$ cat src/design/ppd_pkg.sv
// Shared types and constants for the pulse peak detector.
// No dependencies; every other design file refers to this package by scoped names.

package ppd_pkg;

  // Width of the wrapping sample counter and of the stored index values.
  localparam int INDEX_BITS = 32;

  localparam int SAMPLE_BITS = 16;
  localparam int AMP_BITS    = 16;
  localparam int CFG_BITS    = 16;
  localparam int OUT_INDEX_BITS = 32;
  localparam int COUNT_BITS  = 32;

  // Configuration register indexes.
  localparam logic CFG_THRESHOLD = 1'b0;
  localparam logic CFG_HOLDOFF   = 1'b1;

  localparam logic [CFG_BITS-1:0] THRESHOLD_RESET = 16'd1000;
  localparam logic [CFG_BITS-1:0] HOLDOFF_RESET   = 16'd4;

  // Pulse tracking states.
  typedef enum logic [2:0] {
    PH_NOISE   = 3'b001,
    PH_PEAK    = 3'b010,
    PH_LEAVING = 3'b100
  } phase_t;

  // One finished pulse as produced by the tracker.
  typedef struct packed {
    logic                      valid;
    logic [OUT_INDEX_BITS-1:0] peak_index;
    logic [AMP_BITS-1:0]       peak_amplitude;
    logic [COUNT_BITS-1:0]     pulse_count;
  } ppd_result_t;

endpackage

$ cat src/design/ppd_sample_if.sv
// Stream interface that carries one signed sample word per handshake.
// Depends on ppd_pkg for the sample width.

interface ppd_sample_if;
  logic                                 valid;
  logic                                 ready;
  logic signed [ppd_pkg::SAMPLE_BITS-1:0] sample;

  modport source (output valid, output sample, input ready);
  modport sink   (input valid, input sample, output ready);
endinterface

$ cat src/design/ppd_peak_if.sv
// Stream interface that carries one finished-pulse word per handshake.
// Depends on ppd_pkg for the field widths.

interface ppd_peak_if;
  logic                                valid;
  logic                                ready;
  logic [ppd_pkg::OUT_INDEX_BITS-1:0]  peak_index;
  logic [ppd_pkg::AMP_BITS-1:0]        peak_amplitude;
  logic [ppd_pkg::COUNT_BITS-1:0]      pulse_count;

  modport source (output valid, output peak_index, output peak_amplitude,
                  output pulse_count, input ready);
  modport sink   (input valid, input peak_index, input peak_amplitude,
                  input pulse_count, output ready);
endinterface

$ cat src/design/ppd_tracker.sv
// Pulse state machine: holds phase, sample index, current peak and pulse count.
// Depends on ppd_pkg for the state encoding and the result struct.

module ppd_tracker (
  input  logic                          clk,
  input  logic                          rst,
  input  logic                          step,
  input  logic [ppd_pkg::AMP_BITS-1:0]  mag,
  input  logic [ppd_pkg::CFG_BITS-1:0]  threshold,
  input  logic [ppd_pkg::CFG_BITS-1:0]  holdoff,
  output ppd_pkg::ppd_result_t          result
);

  ppd_pkg::phase_t                     phase, phase_next;
  logic [ppd_pkg::INDEX_BITS-1:0]      sample_index, sample_index_next;
  logic [ppd_pkg::INDEX_BITS-1:0]      peak_position, peak_position_next;
  logic [ppd_pkg::AMP_BITS-1:0]        peak_value, peak_value_next;
  logic [ppd_pkg::INDEX_BITS-1:0]      below_since, below_since_next;
  logic [ppd_pkg::COUNT_BITS-1:0]      pulses_seen, pulses_seen_next;

  logic                                above;
  logic                                bigger;
  logic                                expired;
  logic                                emit;
  logic [ppd_pkg::INDEX_BITS-1:0]      elapsed;
  logic [63:0]                         position_wide;

  assign above   = mag >= threshold;
  assign bigger  = mag > peak_value;
  assign elapsed = sample_index - below_since;
  assign expired = elapsed > ppd_pkg::INDEX_BITS'(holdoff);

  always_comb begin
    phase_next         = phase;
    peak_position_next = peak_position;
    peak_value_next    = peak_value;
    below_since_next   = below_since;
    pulses_seen_next   = pulses_seen;
    emit               = 1'b0;
    case (phase)
      ppd_pkg::PH_LEAVING: begin
        if (!above) begin
          if (expired) begin
            emit             = 1'b1;
            pulses_seen_next = pulses_seen + 1'b1;
            phase_next       = ppd_pkg::PH_NOISE;
          end
        end else begin
          // Signal came back: the pulse continues and this sample may be a new peak.
          phase_next = ppd_pkg::PH_PEAK;
          if (bigger) begin
            peak_position_next = sample_index;
            peak_value_next    = mag;
          end
        end
      end
      ppd_pkg::PH_PEAK: begin
        if (above) begin
          if (bigger) begin
            peak_position_next = sample_index;
            peak_value_next    = mag;
          end
        end else begin
          below_since_next = sample_index;
          phase_next       = ppd_pkg::PH_LEAVING;
        end
      end
      default: begin
        if (above) begin
          peak_position_next = sample_index;
          peak_value_next    = mag;
          phase_next         = ppd_pkg::PH_PEAK;
        end
      end
    endcase
    sample_index_next = sample_index + 1'b1;
  end

  always_ff @(posedge clk) begin
    if (rst) begin
      phase         <= ppd_pkg::PH_NOISE;
      sample_index  <= '0;
      peak_position <= '0;
      peak_value    <= '0;
      below_since   <= '0;
      pulses_seen   <= '0;
    end else if (step) begin
      phase         <= phase_next;
      sample_index  <= sample_index_next;
      peak_position <= peak_position_next;
      peak_value    <= peak_value_next;
      below_since   <= below_since_next;
      pulses_seen   <= pulses_seen_next;
    end
  end

  assign position_wide          = 64'(peak_position);
  assign result.valid          = emit;
  assign result.peak_index     = position_wide[ppd_pkg::OUT_INDEX_BITS-1:0];
  assign result.peak_amplitude = peak_value;
  assign result.pulse_count    = pulses_seen_next;

  // A pulse can only finish from the leaving state.
  a_emit_from_leaving: assert property (@(posedge clk) disable iff (rst)
    emit |-> phase == ppd_pkg::PH_LEAVING)
    else $error("pulse finished outside the leaving state");

  // A finished pulse returns the machine to noise and counts exactly once.
  a_emit_to_noise: assert property (@(posedge clk) disable iff (rst)
    step && emit |=> phase == ppd_pkg::PH_NOISE
                     && pulses_seen == $past(pulses_seen) + 1'b1)
    else $error("pulse end did not reset the phase or bump the count");

  // Without a finished pulse the count never moves.
  a_count_quiet: assert property (@(posedge clk) disable iff (rst)
    !(step && emit) |=> $stable(pulses_seen))
    else $error("pulse count changed without a finished pulse");

  // The sample index advances by one for every processed sample.
  a_index_step: assert property (@(posedge clk) disable iff (rst)
    step |=> sample_index == $past(sample_index) + 1'b1)
    else $error("sample index did not advance");

endmodule

$ cat src/design/pulse_peak_detector.sv
// Top level of the pulse peak detector: input register, magnitude, tracker, output register.
// Depends on ppd_pkg, ppd_sample_if, ppd_peak_if and ppd_tracker.
//
//   Port      Dir  Word contents                                  Handshake
//   samples   in   sample (signed 16)                             valid/ready
//   peaks     out  peak_index (32), peak_amplitude (16),          valid/ready
//                  pulse_count (32)
//   cfg_*     in   cfg_index selects threshold or holdoff,        cfg_we, no wait
//                  cfg_data is the 16-bit value
//
// One sample word is accepted per clock while the output side drains.
// An accepted sample waits in the input register until it moves into the
// tracker; a pulse it finishes goes to the output register and onto peaks.
// The input register and the output register each hold one word, so a
// stalled output blocks new samples only once both are full.
// rst is synchronous and active high; it restores threshold 1000, holdoff 4
// and clears the pulse state, the sample index and the pulse count.

module pulse_peak_detector (
  input  logic                          clk,
  input  logic                          rst,
  ppd_sample_if.sink                    samples,
  ppd_peak_if.source                    peaks,
  input  logic                          cfg_we,
  input  logic                          cfg_index,
  input  logic [ppd_pkg::CFG_BITS-1:0]  cfg_data
);

  // Configuration registers.
  logic [ppd_pkg::CFG_BITS-1:0] threshold;
  logic [ppd_pkg::CFG_BITS-1:0] holdoff;

  always_ff @(posedge clk) begin
    if (rst) begin
      threshold <= ppd_pkg::THRESHOLD_RESET;
      holdoff   <= ppd_pkg::HOLDOFF_RESET;
    end else if (cfg_we) begin
      case (cfg_index)
        ppd_pkg::CFG_THRESHOLD: threshold <= cfg_data;
        ppd_pkg::CFG_HOLDOFF:   holdoff   <= cfg_data;
        default: ;
      endcase
    end
  end

  // Input register. The held sample moves into the tracker when the output
  // register is empty or is being emptied in the same cycle.
  logic                                   in_valid;
  logic signed [ppd_pkg::SAMPLE_BITS-1:0] in_sample;
  logic                                   out_valid;
  logic                                   advance;

  assign advance       = in_valid && (!out_valid || peaks.ready);
  assign samples.ready = !in_valid || advance;

  always_ff @(posedge clk) begin
    if (rst) begin
      in_valid <= 1'b0;
    end else if (samples.ready) begin
      in_valid <= samples.valid;
    end
  end

  always_ff @(posedge clk) begin
    if (samples.valid && samples.ready) begin
      in_sample <= samples.sample;
    end
  end

  // Absolute value; the most negative sample maps to 32768, which still fits.
  logic [ppd_pkg::SAMPLE_BITS:0] negated;
  logic [ppd_pkg::AMP_BITS-1:0]  mag;

  assign negated = '0 - {in_sample[ppd_pkg::SAMPLE_BITS-1], in_sample};
  assign mag     = in_sample[ppd_pkg::SAMPLE_BITS-1] ?
                   negated[ppd_pkg::AMP_BITS-1:0] : ppd_pkg::AMP_BITS'(in_sample);

  ppd_pkg::ppd_result_t result;

  ppd_tracker u_tracker (
    .clk       (clk),
    .rst       (rst),
    .step      (advance),
    .mag       (mag),
    .threshold (threshold),
    .holdoff   (holdoff),
    .result    (result)
  );

  // Output register.
  ppd_pkg::ppd_result_t out_word;

  always_ff @(posedge clk) begin
    if (rst) begin
      out_valid <= 1'b0;
    end else if (advance && result.valid) begin
      out_valid <= 1'b1;
    end else if (peaks.ready) begin
      out_valid <= 1'b0;
    end
  end

  always_ff @(posedge clk) begin
    if (advance && result.valid) begin
      out_word <= result;
    end
  end

  assign peaks.valid          = out_valid;
  assign peaks.peak_index     = out_word.peak_index;
  assign peaks.peak_amplitude = out_word.peak_amplitude;
  assign peaks.pulse_count    = out_word.pulse_count;

  // A held sample that cannot move on stays in the input register.
  a_hold_input: assert property (@(posedge clk) disable iff (rst)
    in_valid && !advance |=> in_valid && $stable(in_sample))
    else $error("input sample dropped while the output was stalled");

  // A new result is never loaded over a word that the sink has not taken.
  a_no_overwrite: assert property (@(posedge clk) disable iff (rst)
    advance && result.valid |-> !out_valid || peaks.ready)
    else $error("output word overwritten before it was taken");

  // A pending output word stays until it is taken.
  a_keep_output: assert property (@(posedge clk) disable iff (rst)
    out_valid && !peaks.ready |=> out_valid && $stable(out_word))
    else $error("pending output word lost");

endmodule

$ cat src/flat_wrapper.sv
// flat-port wrapper written by rule: the top's interface ports become plain ports
module pulse_peak_detector_flat 
  (clk, rst, cfg_we, cfg_index, cfg_data, samples_valid, samples_sample, samples_ready, peaks_valid, peaks_peak_index, peaks_peak_amplitude, peaks_pulse_count, peaks_ready);
  ppd_sample_if samples_i ();
  ppd_peak_if peaks_i ();
  input  logic clk;
  input  logic rst;
  input  logic cfg_we;
  input  logic cfg_index;
  input  logic [ppd_pkg::CFG_BITS-1:0] cfg_data;
  input wire logic [$bits(samples_i.valid)-1:0] samples_valid;
  input wire logic [$bits(samples_i.sample)-1:0] samples_sample;
  output wire logic [$bits(samples_i.ready)-1:0] samples_ready;
  output wire logic [$bits(peaks_i.valid)-1:0] peaks_valid;
  output wire logic [$bits(peaks_i.peak_index)-1:0] peaks_peak_index;
  output wire logic [$bits(peaks_i.peak_amplitude)-1:0] peaks_peak_amplitude;
  output wire logic [$bits(peaks_i.pulse_count)-1:0] peaks_pulse_count;
  input wire logic [$bits(peaks_i.ready)-1:0] peaks_ready;
  assign samples_i.valid = samples_valid;
  assign samples_i.sample = samples_sample;
  assign samples_ready = samples_i.ready;
  assign peaks_valid = peaks_i.valid;
  assign peaks_peak_index = peaks_i.peak_index;
  assign peaks_peak_amplitude = peaks_i.peak_amplitude;
  assign peaks_pulse_count = peaks_i.pulse_count;
  assign peaks_i.ready = peaks_ready;
  pulse_peak_detector u_core (.clk(clk), .rst(rst), .samples(samples_i), .peaks(peaks_i), .cfg_we(cfg_we), .cfg_index(cfg_index), .cfg_data(cfg_data));
endmodule
$ cat config.mk
export PLATFORM = sky130hd
export DESIGN_NAME = pulse_peak_detector_flat
export DESIGN_NICKNAME = d
export VERILOG_FILES = /design/src/design/ppd_pkg.sv /design/src/design/ppd_sample_if.sv /design/src/design/ppd_peak_if.sv /design/src/design/ppd_tracker.sv /design/src/design/pulse_peak_detector.sv /design/src/flat_wrapper.sv
export SDC_FILE = /design/constraint.sdc
export NUM_CORES = 1
export LEC_CHECK = 0
export BUFFER_PORTS_ARGS = -buffer_cell sky130_fd_sc_hd__buf_2
export CAP_MARGIN = 25
export CORE_ASPECT_RATIO = 0.8
export CORE_MARGIN = 2
export CORE_UTILIZATION = 60
export CTS_CLUSTER_DIAMETER = 50
export DETAILED_ROUTE_END_ITERATION = 6
export PLACE_DENSITY = 0.8
export SLEW_MARGIN = 10
export SYNTH_ARGS = -nofsm -noshare
export SYNTH_HDL_FRONTEND = slang
export SYNTH_SLANG_ARGS = --single-unit
$ cat constraint.sdc
create_clock -name clk -period 8 [get_ports clk]
set_input_delay 0 -clock clk [delete_from_list [all_inputs] [get_ports clk]]
set_output_delay 0 -clock clk [all_outputs]
set_load 0.01 [all_outputs]
==> impl_metrics.yaml, run 1 <==
floorplan:
  core_um2: 23300
  fp.dieW_um: 176
  die_h_um: 142
  rows: 50
  floorplan.initialDensity_pct: 61.1
  io_pins: 120
  die-area_um2: 25000
worst_setup_path:
  r2r_slack_ns: 2.04
  cpMostUsedCell: "a21oi_1"
  cpPeakStageDelay_ns: 0.70
  cp_num_buf_inv: 2
  critPathKind: "reg -> reg"
  timing.rr.start: "u_core.u_tracker.sample_index[0]$_SDFFE_PP0P_"
  slowest_stage: "buf_4"
  reg2regPathDepth: 22
  start_kind: "flip-flop"
  cpLargestDelayFamily: "simple AND/OR/NAND/NOR gates"
  cp_max_fo: 84
  endpoint_kind: "flip-flop"
  required_ns: 8.27
  path_cells: "inv_1 > ha_1 > fa_1 > nand2b_1 > a21o_1 > nand2_1 > nand3_1 > o21ai_0 > a21oi_1 > xnor2_1 > ha_1 > a21oi_1 > nand2_1 > a21oi_1 > nor4bb_1 > o22ai_1 > nor4_1 > nand4_1 > nor4_4 > buf_4 > nor2_1 > mux2_1"
  r2r_end: "u_core.peaks.pulse_count[1]$_DFFE_PP_"
  cp.arrival_ns: 6.24
logic_synthesis:
  ys.flop_type: "dfxtp_1"
  synth_xor_area_share_pct: 5.22
  ys_seq_area_share_pct: 45.6
  avgSynthCellArea_um2: 8.94
  synth.distinct_cells: 71
  ys_ff_latch: 277
  synthAdderAreaFrac_pct: 7.34
  yosysTopAreaCellShare_pct: 25.4
  synth_nets: 1715
  synthMuxAreaShare_pct: 1.17
  synth_area_leader_cell: "dfxtp_1"
  synth_compound_area_share_pct: 15.1
  synth_edf_count: 96
  synth_simple_gate_area_share_pct: 20.5
  synth_top_family_by_area: "simple AND/OR/NAND/NOR gates"
  synth_area_leaders: "dfxtp_1 25%, edfxtp_1 20%, ha_1 7.2%"
  netlist_area_um2: 14300
  synth-async-reset-ratio_pct: 0
  syn_inst: 1594
  synth_warnings: 0
sta:
  worstMarginPinSlew_ns: 0.858
  slew_violations: 0
  holdWs_ns: 0.0404
  period_share_pct: 74.6
  setup_viol: 0
  max_slew_margin_pct: 42.5
  max_clock_freq_mhz: 168
  fin_crit_ns: 5.96
  rsz0062_at_grt: "false"
  finClkSkew_ns: 0.0103
  report.final.hold_viol_count: 0
  tns_ns: 0
drt:
  vias_per_cell: 5.96
  wl_met1_um: 15300
  met2_length_um: 16400
  drtIter0Drc: 1132
  drt_first_pass_iters: 5
  drcViolationCount: 0
  wl_um: 35000
  top_layer_used: "met4"
  ant_nets: 0
  dr_wl_met3_um: 2120
  wl_per_cell_um: 17.1
  vias: 12200
clock_network:
  cts.sinks: 277
  clk_latency_ns: 0.53
  cts_tree: "built"
  cts_made_buffers: 27
  clk_pin_slew_ns: 0.06
  cts_max_level: 1
  cts_root_buf: "clkbuf_16"
  clockBufferDepth: 3
power_and_ir_drop:
  vdd_drop_max_v: 0.000172
  p_leak_nw: 6.16
  power-per-cell-area_nw_per_um2: 185
  finalPower_w: 0.00301
hold_path:
  hp-class: "in -> reg"
  holdPathStages: 4
  hold_end: "u_core.threshold[2]$_SDFFE_PP0P_"
  hp-start: "cfg_we"
grt:
  first_global_vias: 11400
  antenna_found_initial: 0
  track_usage_pct: 27.7
  overflow: 0
  grt_pass1_wl_um: 56900
  grt_max_degree: 85
finish:
  nNetsFinal: 1830
  area_delta_synth_final_pct: 14.2
  drive_gt1_share_pct: 11.3
  antennaDiodeCount: 0
placement:
  hpwlAfterDp_um: 23700
  port_buffers: 119
  routabilityCongestion: 0.912
run_status:
  status: "finished clean"
run:
  drv_cap: 0
-- logic make-up after synthesis --
logic type               count (synthesis)
adder cells (fa/ha/maj)                 83
AO/OA/AOI/OAI                          366
AND/OR/NAND/NOR                        587
buffers and inverters                  181
XOR/XNOR                                85
multiplexers                            15
flip-flops                             277
-- sequential cells by signal, summed over array words and instances (netlist names) --
signal                          cells
u_core.threshold                   16
u_core.peaks.peak_index            32
u_core.in_valid                     1
u_core.u_tracker.below_since       32
u_core.u_tracker.pulses_seen       32
u_core.in_sample                   16
u_core.u_tracker.peak_position     32
u_core.u_tracker.phase              3
u_core.peaks.pulse_count           32
u_core.u_tracker.sample_index      32
u_core.holdoff                     16
u_core.peaks.peak_amplitude        16
u_core.u_tracker.peak_value        16
u_core.peaks.valid                  1
-- placed cells by master, fill, tap and decap left out, types with 15 or more instances in the layout --
cell type,count
a21oi_1,183
and3_1,21
buf_2,118
clkbuf_16,28
dfxtp_1,181
dlygate4sd3_1,36
edfxtp_1,96
ha_1,82
inv_1,97
nand2_1,206
nand3_1,63
nand4_1,27
nor2_1,80
nor2b_1,20
nor3_1,60
o21a_1,15
o21ai_0,76
o31ai_1,19
or3_1,20
or4_1,19
xnor2_1,34
xor2_1,51
-- cells in the mapped netlist (all sizes together), types with 27 or more instances --
cell type,n
xnor2,34
nand4,27
inv,97
nand3,63
nor3,62
ha,82
nor2,82
xor2,51
edfxtp,96
o21ai,81
dfxtp,181
clkbuf,62
a21oi,187
nand2,206
-- cell type report --
cell class | instances | area [µm²]
Clock buffer | 39 | 772
Clock inverter | 10 | 63.8
Fill cell | 1785 | 7060
Inverter | 97 | 364
Multi-Input combinational cell | 1136 | 7030
Sequential cell | 277 | 6510
Tap cell | 312 | 390
Timing Repair Buffer | 170 | 1150
-- metrics by stage --
stage | std cells | worst slack, ns | area [µm²] | utilization [%]
after global placement | 1952 | 2.47 | 15000 | 64.2
after floorplan | 1594 | 2.13 | 14300 | -
after CTS | 2039 | 2.16 | 16200 | 69.5
after global routing | 2041 | 1.78 | 16300 | 69.8
final | 2041 | 2.04 | 16300 | 69.8
after detailed placement | 1954 | 2.20 | 15000 | 64.4
-- where the power goes --
group | switching (W) | internal [W] | leakage (nW)
clock | 0.000533 | 0.000674 | 0.406
combinational | 0.000195 | 0.000110 | 3.50
sequential | 0.0000214 | 0.00148 | 2.25
-- how the worst max path moves through the flow --
| stage | startpoint | to | slack [ns] | depth (start not counted) |
|---|---|---|---|---|
| floorplan | u_core.u_tracker.sample_index[0]$_SDFFE_PP0P_ | u_core.peaks.peak_amplitude[0]$_DFFE_PP_ | 2.13 | 21 |
| finish | u_core.u_tracker.sample_index[0]$_SDFFE_PP0P_ | u_core.peaks.pulse_count[1]$_DFFE_PP_ | 2.04 | 22 |
| global placement | u_core.u_tracker.sample_index[0]$_SDFFE_PP0P_ | u_core.peaks.pulse_count[1]$_DFFE_PP_ | 2.47 | 22 |
| global route | u_core.u_tracker.sample_index[0]$_SDFFE_PP0P_ | u_core.peaks.pulse_count[1]$_DFFE_PP_ | 1.78 | 22 |
| detailed placement | u_core.u_tracker.sample_index[0]$_SDFFE_PP0P_ | u_core.peaks.pulse_count[1]$_DFFE_PP_ | 2.20 | 22 |
| CTS | u_core.u_tracker.sample_index[0]$_SDFFE_PP0P_ | u_core.peaks.pulse_count[1]$_DFFE_PP_ | 2.16 | 22 |
-- metal layers --
metal	vias up	global-route usage, %
met5	-	0
met4	0	9.31
met3	77	3.54
met2	427	46.1
met1	5784	37.5
li1	5877	-
-- repair_timing --
item,CTS,global route
resized for setup,0,0
setup endpoints to repair,0,0
buffers inserted,0,0
hold buffers,36,0
hold endpoints to repair,89,0
-- worst reg2reg max path, delay by kind of cell, from the launching register on --
| family | cells | cell delay [ns] |
|---|---|---|
| multiplexers | 1 | 0.36 |
| adder cells (fa/ha/maj) | 3 | 0.94 |
| XOR/XNOR | 1 | 0.15 |
| AO/OA/AOI/OAI | 6 | 1.16 |
| flip-flops | 1 | 0.42 |
| AND/OR/NAND/NOR | 9 | 1.93 |
| buffers and inverters | 2 | 0.77 |
No activity file was read; power rests on OpenSTA's default activity.
==> run 2, diff against run 1 <==
==> constraint.sdc (replaced) <==
create_clock -name clk -period 5.88 [get_ports clk]
set_input_delay 0 -clock clk [delete_from_list [all_inputs] [get_ports clk]]
set_output_delay 0 -clock clk [all_outputs]
set_load 0.01 [all_outputs]
==> run 2 against run 1 <==
Compared with the run above:
- via count about the same
- count of clock-buffer cells in the layout decreased by 8
- non-clock buffer count increased by 6
- sequential cell count unchanged
- hold slack improved by 0.15 ns
- worst setup slack got worse by 1.7 ns
- global-route usage increased by 0.17 points
- design area increased by 1.1%
==> impl_metrics.yaml, run 2 (synthesis gave the netlist of run 1 again) <==
run_status:
  status: "finished clean"
worst_setup_path:
  start_kind: "flip-flop"
  cp_max_fo: 68
  slowest_stage: "nor4_4"
  required_ns: 6.16
  cpPeakStageDelay_ns: 0.56
  cpMostUsedCell: "a21oi_1"
  path_cells: "inv_1 > ha_1 > fa_1 > nand2b_1 > a21o_1 > nand2_1 > nand3_1 > o21ai_0 > a21oi_1 > xnor2_1 > ha_1 > a21oi_1 > nand2_1 > a21oi_1 > nor4bb_1 > o22ai_1 > nor4_1 > nand4_1 > nor4_4 > buf_12 > nor2_1 > mux2_1"
  critPathKind: "reg -> reg"
  cp.arrival_ns: 5.88
  endpoint_kind: "flip-flop"
power_and_ir_drop:
  power-per-cell-area_nw_per_um2: 263
  p_switching_w: 0.00105
  switching_share_pct: 24.3
  vdd_drop_max_v: 0.000228
  seqPwrFrac_pct: 47.0
  p_int_w: 0.00328
  clockPowerShare_pct: 42.8
  combPwrFrac_pct: 10.1
  p_leak_nw: 6.25
finish:
  antennaDiodeCount: 0
  stdcell_area_um2: 16500
  layout_common_cells: "206 x nand2_1, 183 x a21oi_1, 181 x dfxtp_1"
  layout_commonest_cell: "nand2_1"
  nNetsFinal: 1836
  area_delta_synth_final_pct: 15.5
  drive_gt1_share_pct: 11.8
  fill_cells: 1728
  final_cell_count_no_fill: 2048
grt:
  antenna_found_initial: 0
  track_usage_pct: 27.9
  grt_max_degree: 100
  overflow: 0
  grt_pass1_wl_um: 57000
  first_global_vias: 11500
drt:
  drtIter0Drc: 1120
  vias_per_cell: 5.94
  wl_per_cell_um: 17.4
  drcViolationCount: 0
  drt_first_pass_iters: 6
  vias: 12200
  ant_nets: 0
  wl_um: 35500
placement:
  port_buffers: 119
  dpl_cell_area_um2: 15100
  routabilityCongestion: 0.910
  post-place-cells: 1956
  post-place-ws_ns: 0.417
  hpwlAfterDp_um: 23900
clock_network:
  clockBufferDepth: 3
  cts_max_level: 1
  clk_pin_slew_ns: 0.07
  clk_latency_ns: 0.54
  cts_tree: "built"
  cts_made_buffers: 27
  post-cts-setup-buffer-count: 0
  cts_root_buf: "clkbuf_16"
  cts.sinks: 277
sta:
  rsz0062_at_grt: "false"
  period_share_pct: 95.1
  max_clock_freq_mhz: 179
  fin_ws_ns: 0.287
  report.final.hold_viol_count: 0
  worstMarginPinSlew_ns: 1.02
  max_slew_margin_pct: 31.8
  slew_violations: 0
  fin_crit_ns: 5.59
  setup_viol: 0
  finClkSkew_ns: 0.0202
  tns_ns: 0
run:
  drv_cap: 0
floorplan:
  fp.dieW_um: 176
  io_pins: 120
  rows: 50
  die-area_um2: 25000
  die_h_um: 142
  core_um2: 23300
  floorplan.initialDensity_pct: 61.1
hold_path:
  hp-class: "in -> reg"
[run 2: cell types whose count changed in the layout (fill, tap and decap cells not counted), sizes merged]
cell,before,now
clkbuf,39,31
bufinv,0,5
dlygate4sd3,36,41
clkinv,5,9
buf,134,135
[run 2: final timing paths]
kind                                                  start                                    end  slack [ns]  depth (start not counted)
max reg2reg   u_core.u_tracker.sample_index[0]$_SDFFE_PP0P_  u_core.peaks.pulse_count[1]$_DFFE_PP_        0.29                         22
min                                      samples_sample[10]         u_core.in_sample[10]$_DFFE_PP_        0.19                          2
max           u_core.u_tracker.sample_index[0]$_SDFFE_PP0P_  u_core.peaks.pulse_count[1]$_DFFE_PP_        0.29                         22
min reg2reg  u_core.u_tracker.peak_position[8]$_SDFFE_PP0P_   u_core.peaks.peak_index[8]$_DFFE_PP_        0.42                          0
[run 2: per-layer routing]
layer,up-vias,share of wire [%],track usage (%)
met2,455,47,46.3
met4,0,3.2,8.92
met3,75,6.3,3.43
li1,5906,-,-
met1,5737,44,38.1
met5,-,0,0
[run 2: repair_timing]
item,CTS,global route
endpoints found under the hold margin,116,0
hold buffers,41,0
gates resized for setup,0,0
[run 2: per-stage QoR]
| stage | power, W | utilization [%] | hold WS [ns] |
|---|---|---|---|
| detailed placement | 0.00248 | 64.6 | 0.178 |
| finish | 0.00433 | 70.5 | 0.188 |
| global route | 0.00448 | 70.5 | 0.171 |
| floorplan | 0.00238 | - | 0.0989 |
| CTS | 0.00433 | 70.5 | 0.161 |
| global placement | 0.00247 | 64.4 | 0.177 |
[run 2: power by group through the flow]
stage	clock network, W	registers (W)	logic (W)
after floorplan	0	0.00207	0.000311
after global placement	0	0.00208	0.000389
after detailed placement	0	0.00208	0.000403
after CTS	0.00187	0.00204	0.000428
after global routing	0.00195	0.00204	0.000482
final	0.00186	0.00204	0.000439
[run 2: area by class of cell]
type / instances / area [µm²] / area share [%]
clock buffer: 31 / 722 / 4.39
clock inverter: 19 / 241 / 1.47
timing repair buffer: 176 / 1200 / 7.31
inverter: 97 / 364 / 2.21
sequential: 277 / 6510 / 39.5
tap: 312 / 390 / 2.37
multi-input combinational: 1136 / 7030 / 42.7
[run 2: worst max-delay path: cells and delay by family, from the launching register on]
kind | cells | cell delay, ns
and+or+nand+nor | 9 | 1.91
AOI/OAI and AO/OA | 6 | 1.14
adders and majority gates | 3 | 0.95
DFF | 1 | 0.43
buffers and inverters | 2 | 0.42
muxes | 1 | 0.33
xor gates and xnor gates | 1 | 0.15
==> run 3, diff against run 2 <==
--- a/config.mk
+++ b/config.mk
@@ -9,10 +9,11 @@
 export CAP_MARGIN = 25
 export CORE_ASPECT_RATIO = 0.8
 export CORE_MARGIN = 2
-export CORE_UTILIZATION = 60
+export CORE_UTILIZATION = 62
+export CTS_BUF_LIST = sky130_fd_sc_hd__clkbuf_4 sky130_fd_sc_hd__clkbuf_8
 export CTS_CLUSTER_DIAMETER = 50
 export DETAILED_ROUTE_END_ITERATION = 6
-export PLACE_DENSITY = 0.8
+export PLACE_DENSITY = 0.82
 export SLEW_MARGIN = 10
 export SYNTH_ARGS = -nofsm -noshare
 export SYNTH_HDL_FRONTEND = slang
==> run 3 against run 2 <==
Compared with the run above:
- global-route usage increased by 0.76 points
- clock power is 9% lower
- clock skew rose by 0.011 ns
- sequential share of layout area is 0.23 points higher
- first-iteration DRC count decreased by 14%
- critical path depth unchanged
- sequential cell count stayed put
- count of clock-buffer cells in the layout is 34 higher
- combinational power about the same
- cell count increased by 1.1%
- critical path type unchanged
- critical endpoint is now u_core.peaks.pulse_count[21]$_DFFE_PP_
==> impl_metrics.yaml, run 3 (synthesis gave the netlist of run 1 again) <==
finish:
  layout_common_cells: "206 x nand2_1, 183 x a21oi_1, 181 x dfxtp_1"
  regArea_um2: 6510
  antennaDiodeCount: 0
  area_delta_synth_final_pct: 14.8
  drive_gt1_share_pct: 13.3
  layout_commonest_cell: "nand2_1"
  fill_cells: 1647
  multi_input_area_um2: 7030
  nNetsFinal: 1853
grt:
  track_usage_pct: 28.6
  overflow: 0
  first_global_vias: 11400
  antenna_found_initial: 0
  grt_max_degree: 107
  grt_pass1_wl_um: 56800
sta:
  report.final.hold_viol_count: 0
  tns_ns: 0
  max_slew_margin_pct: 34.4
  max_clock_freq_mhz: 185
  finClkSkew_ns: 0.0312
  setup_viol: 0
  slew_violations: 0
  fin_crit_ns: 5.39
  period_share_pct: 91.7
  worstMarginPinSlew_ns: 0.981
  rsz0062_at_grt: "false"
clock_network:
  cts_made_buffers: 42
  clk_pin_slew_ns: 0.07
  cts_tree: "built"
  cts_root_buf: "clkbuf_8"
  clockBufferDepth: 3
  post-cts-setup-buffer-count: 0
  cts.sinks: 277
  clk_latency_ns: 0.56
  cts_max_level: 2
drt:
  vias_per_cell: 5.90
  drt_first_pass_iters: 6
  wl_per_cell_um: 17.1
  wl_um: 35500
  vias: 12200
  drcViolationCount: 0
  ant_nets: 0
  drtIter0Drc: 968
worst_setup_path:
  cpLargestDelayFamily: "simple AND/OR/NAND/NOR gates"
  timing.rr.start: "u_core.u_tracker.sample_index[0]$_SDFFE_PP0P_"
  r2r_slack_ns: 0.49
  slowest_stage: "dfxtp_1"
  critPathKind: "reg -> reg"
  reg2regPathDepth: 22
  endpoint_kind: "flip-flop"
  cpPeakStageDelay_ns: 0.42
  r2r_end: "u_core.peaks.pulse_count[21]$_DFFE_PP_"
  cp_max_fo: 57
  cpMostUsedCell: "a21oi_1"
  cp.arrival_ns: 5.64
  start_kind: "flip-flop"
  path_cells: "inv_1 > ha_1 > fa_1 > nand2b_1 > a21o_1 > nand2_1 > nand3_1 > o21ai_0 > a21oi_1 > xnor2_1 > ha_1 > a21oi_1 > nand2_1 > a21oi_1 > nor4bb_1 > o22ai_1 > nor4_1 > nand4_1 > nor4_4 > buf_12 > nor2_4 > buf_4"
  required_ns: 6.13
  cp_num_buf_inv: 3
floorplan:
  fp.dieW_um: 174
  core_um2: 22500
  rows: 49
  floorplan.initialDensity_pct: 63.4
  io_pins: 120
  die-area_um2: 24200
  die_h_um: 140
power_and_ir_drop:
  seqPwrFrac_pct: 48.8
  combPwrFrac_pct: 10.5
  p_int_w: 0.00314
  p_switching_w: 0.00104
  finalPower_w: 0.00418
  clockPowerShare_pct: 40.8
  vdd_drop_max_v: 0.000239
  switching_share_pct: 25.0
  p_leak_nw: 6.25
  power-per-cell-area_nw_per_um2: 255
hold_path:
  hp-class: "in -> reg"
  holdPathStages: 4
  hp-start: "cfg_we"
  hold_end: "u_core.threshold[13]$_SDFFE_PP0P_"
run_status:
  status: "finished clean"
run:
  drv_cap: 0
placement:
  routabilityCongestion: 0.929
  hpwlAfterDp_um: 23500
  port_buffers: 119
[run 3: cell types whose count changed in the layout (fill, tap and decap cells not counted), moves of 2 or more]
cell | before | now
buf_4 | 11 | 16
clkbuf_16 | 28 | 0
bufinv_16 | 5 | 2
clkinv_1 | 1 | 3
clkbuf_1 | 2 | 0
clkbuf_8 | 1 | 51
clkbuf_4 | 0 | 14
dlygate4sd3_1 | 41 | 39
inv_6 | 2 | 0
buf_12 | 4 | 2
clkinv_2 | 7 | 5
[run 3: cell type report]
cell class	count	area share, %
Multi-Input combinational cell	1136	43.0
Sequential cell	277	39.8
Timing Repair Buffer	178	7.14
Clock buffer	65	4.93
Tap cell	306	2.34
Inverter	97	2.22
Clock inverter	11	0.635
[run 3: layer usage]
layer	GRT usage, %	routed length (µm)
met2	47.9	16600
met5	0	0
met4	8.21	907
met3	5.16	2410
met1	38.3	15600
[run 3: stage by stage]
step	cells	worst slack [ns]	hold WS, ns	cell area, µm²	utilization [%]
finish	2070	0.489	0.0635	16400	72.7
global route	2070	0.0132	0.0720	16400	72.7
CTS	2068	0.519	0.000557	16300	72.6
detailed placement	1953	0.552	0.178	15000	66.8
global placement	1953	0.689	0.176	15000	66.8
floorplan	1594	0.00662	0.0989	14300	-
[run 3: how the worst max path moves through the flow]
stage,cells after the start,slack [ns],start,endpoint
3_3_place_gp,21,0.69,u_core.u_tracker.sample_index[0]$_SDFFE_PP0P_,u_core.peaks.peak_index[23]$_DFFE_PP_
4_1_cts,23,0.52,u_core.u_tracker.sample_index[0]$_SDFFE_PP0P_,u_core.u_tracker.pulses_seen[10]$_SDFFE_PP0P_
3_5_place_dp,23,0.55,u_core.u_tracker.sample_index[0]$_SDFFE_PP0P_,u_core.u_tracker.pulses_seen[24]$_SDFFE_PP0P_
2_1_floorplan,21,0.007,u_core.u_tracker.sample_index[0]$_SDFFE_PP0P_,u_core.peaks.peak_amplitude[0]$_DFFE_PP_
5_1_grt,22,0.01,u_core.u_tracker.sample_index[0]$_SDFFE_PP0P_,u_core.peaks.peak_index[27]$_DFFE_PP_
6_report,22,0.49,u_core.u_tracker.sample_index[0]$_SDFFE_PP0P_,u_core.peaks.pulse_count[21]$_DFFE_PP_
[run 3: worst min-delay path: cells and delay by family]
kind                   cells  cell delay (ns)
AND/OR/NAND/NOR            2             0.38
buffers and inverters      1             0.12
AO/OA/AOI/OAI              1             0.05
[run 3: repair_timing]
action                                  CTS  global route
endpoints found under the setup margin    0             5
gates resized for setup                   0             1
hold buffers                             39             0
hold endpoints to repair                 65             0
[run 3: power by group through the flow]
stage	clock [W]	combinational [W]	sequential (W)
after floorplan	0	0.000311	0.00207
after global placement	0	0.000384	0.00208
after detailed placement	0	0.000398	0.00208
after CTS	0.00171	0.000421	0.00204
after global routing	0.00180	0.000485	0.00204
final	0.00170	0.000438	0.00204
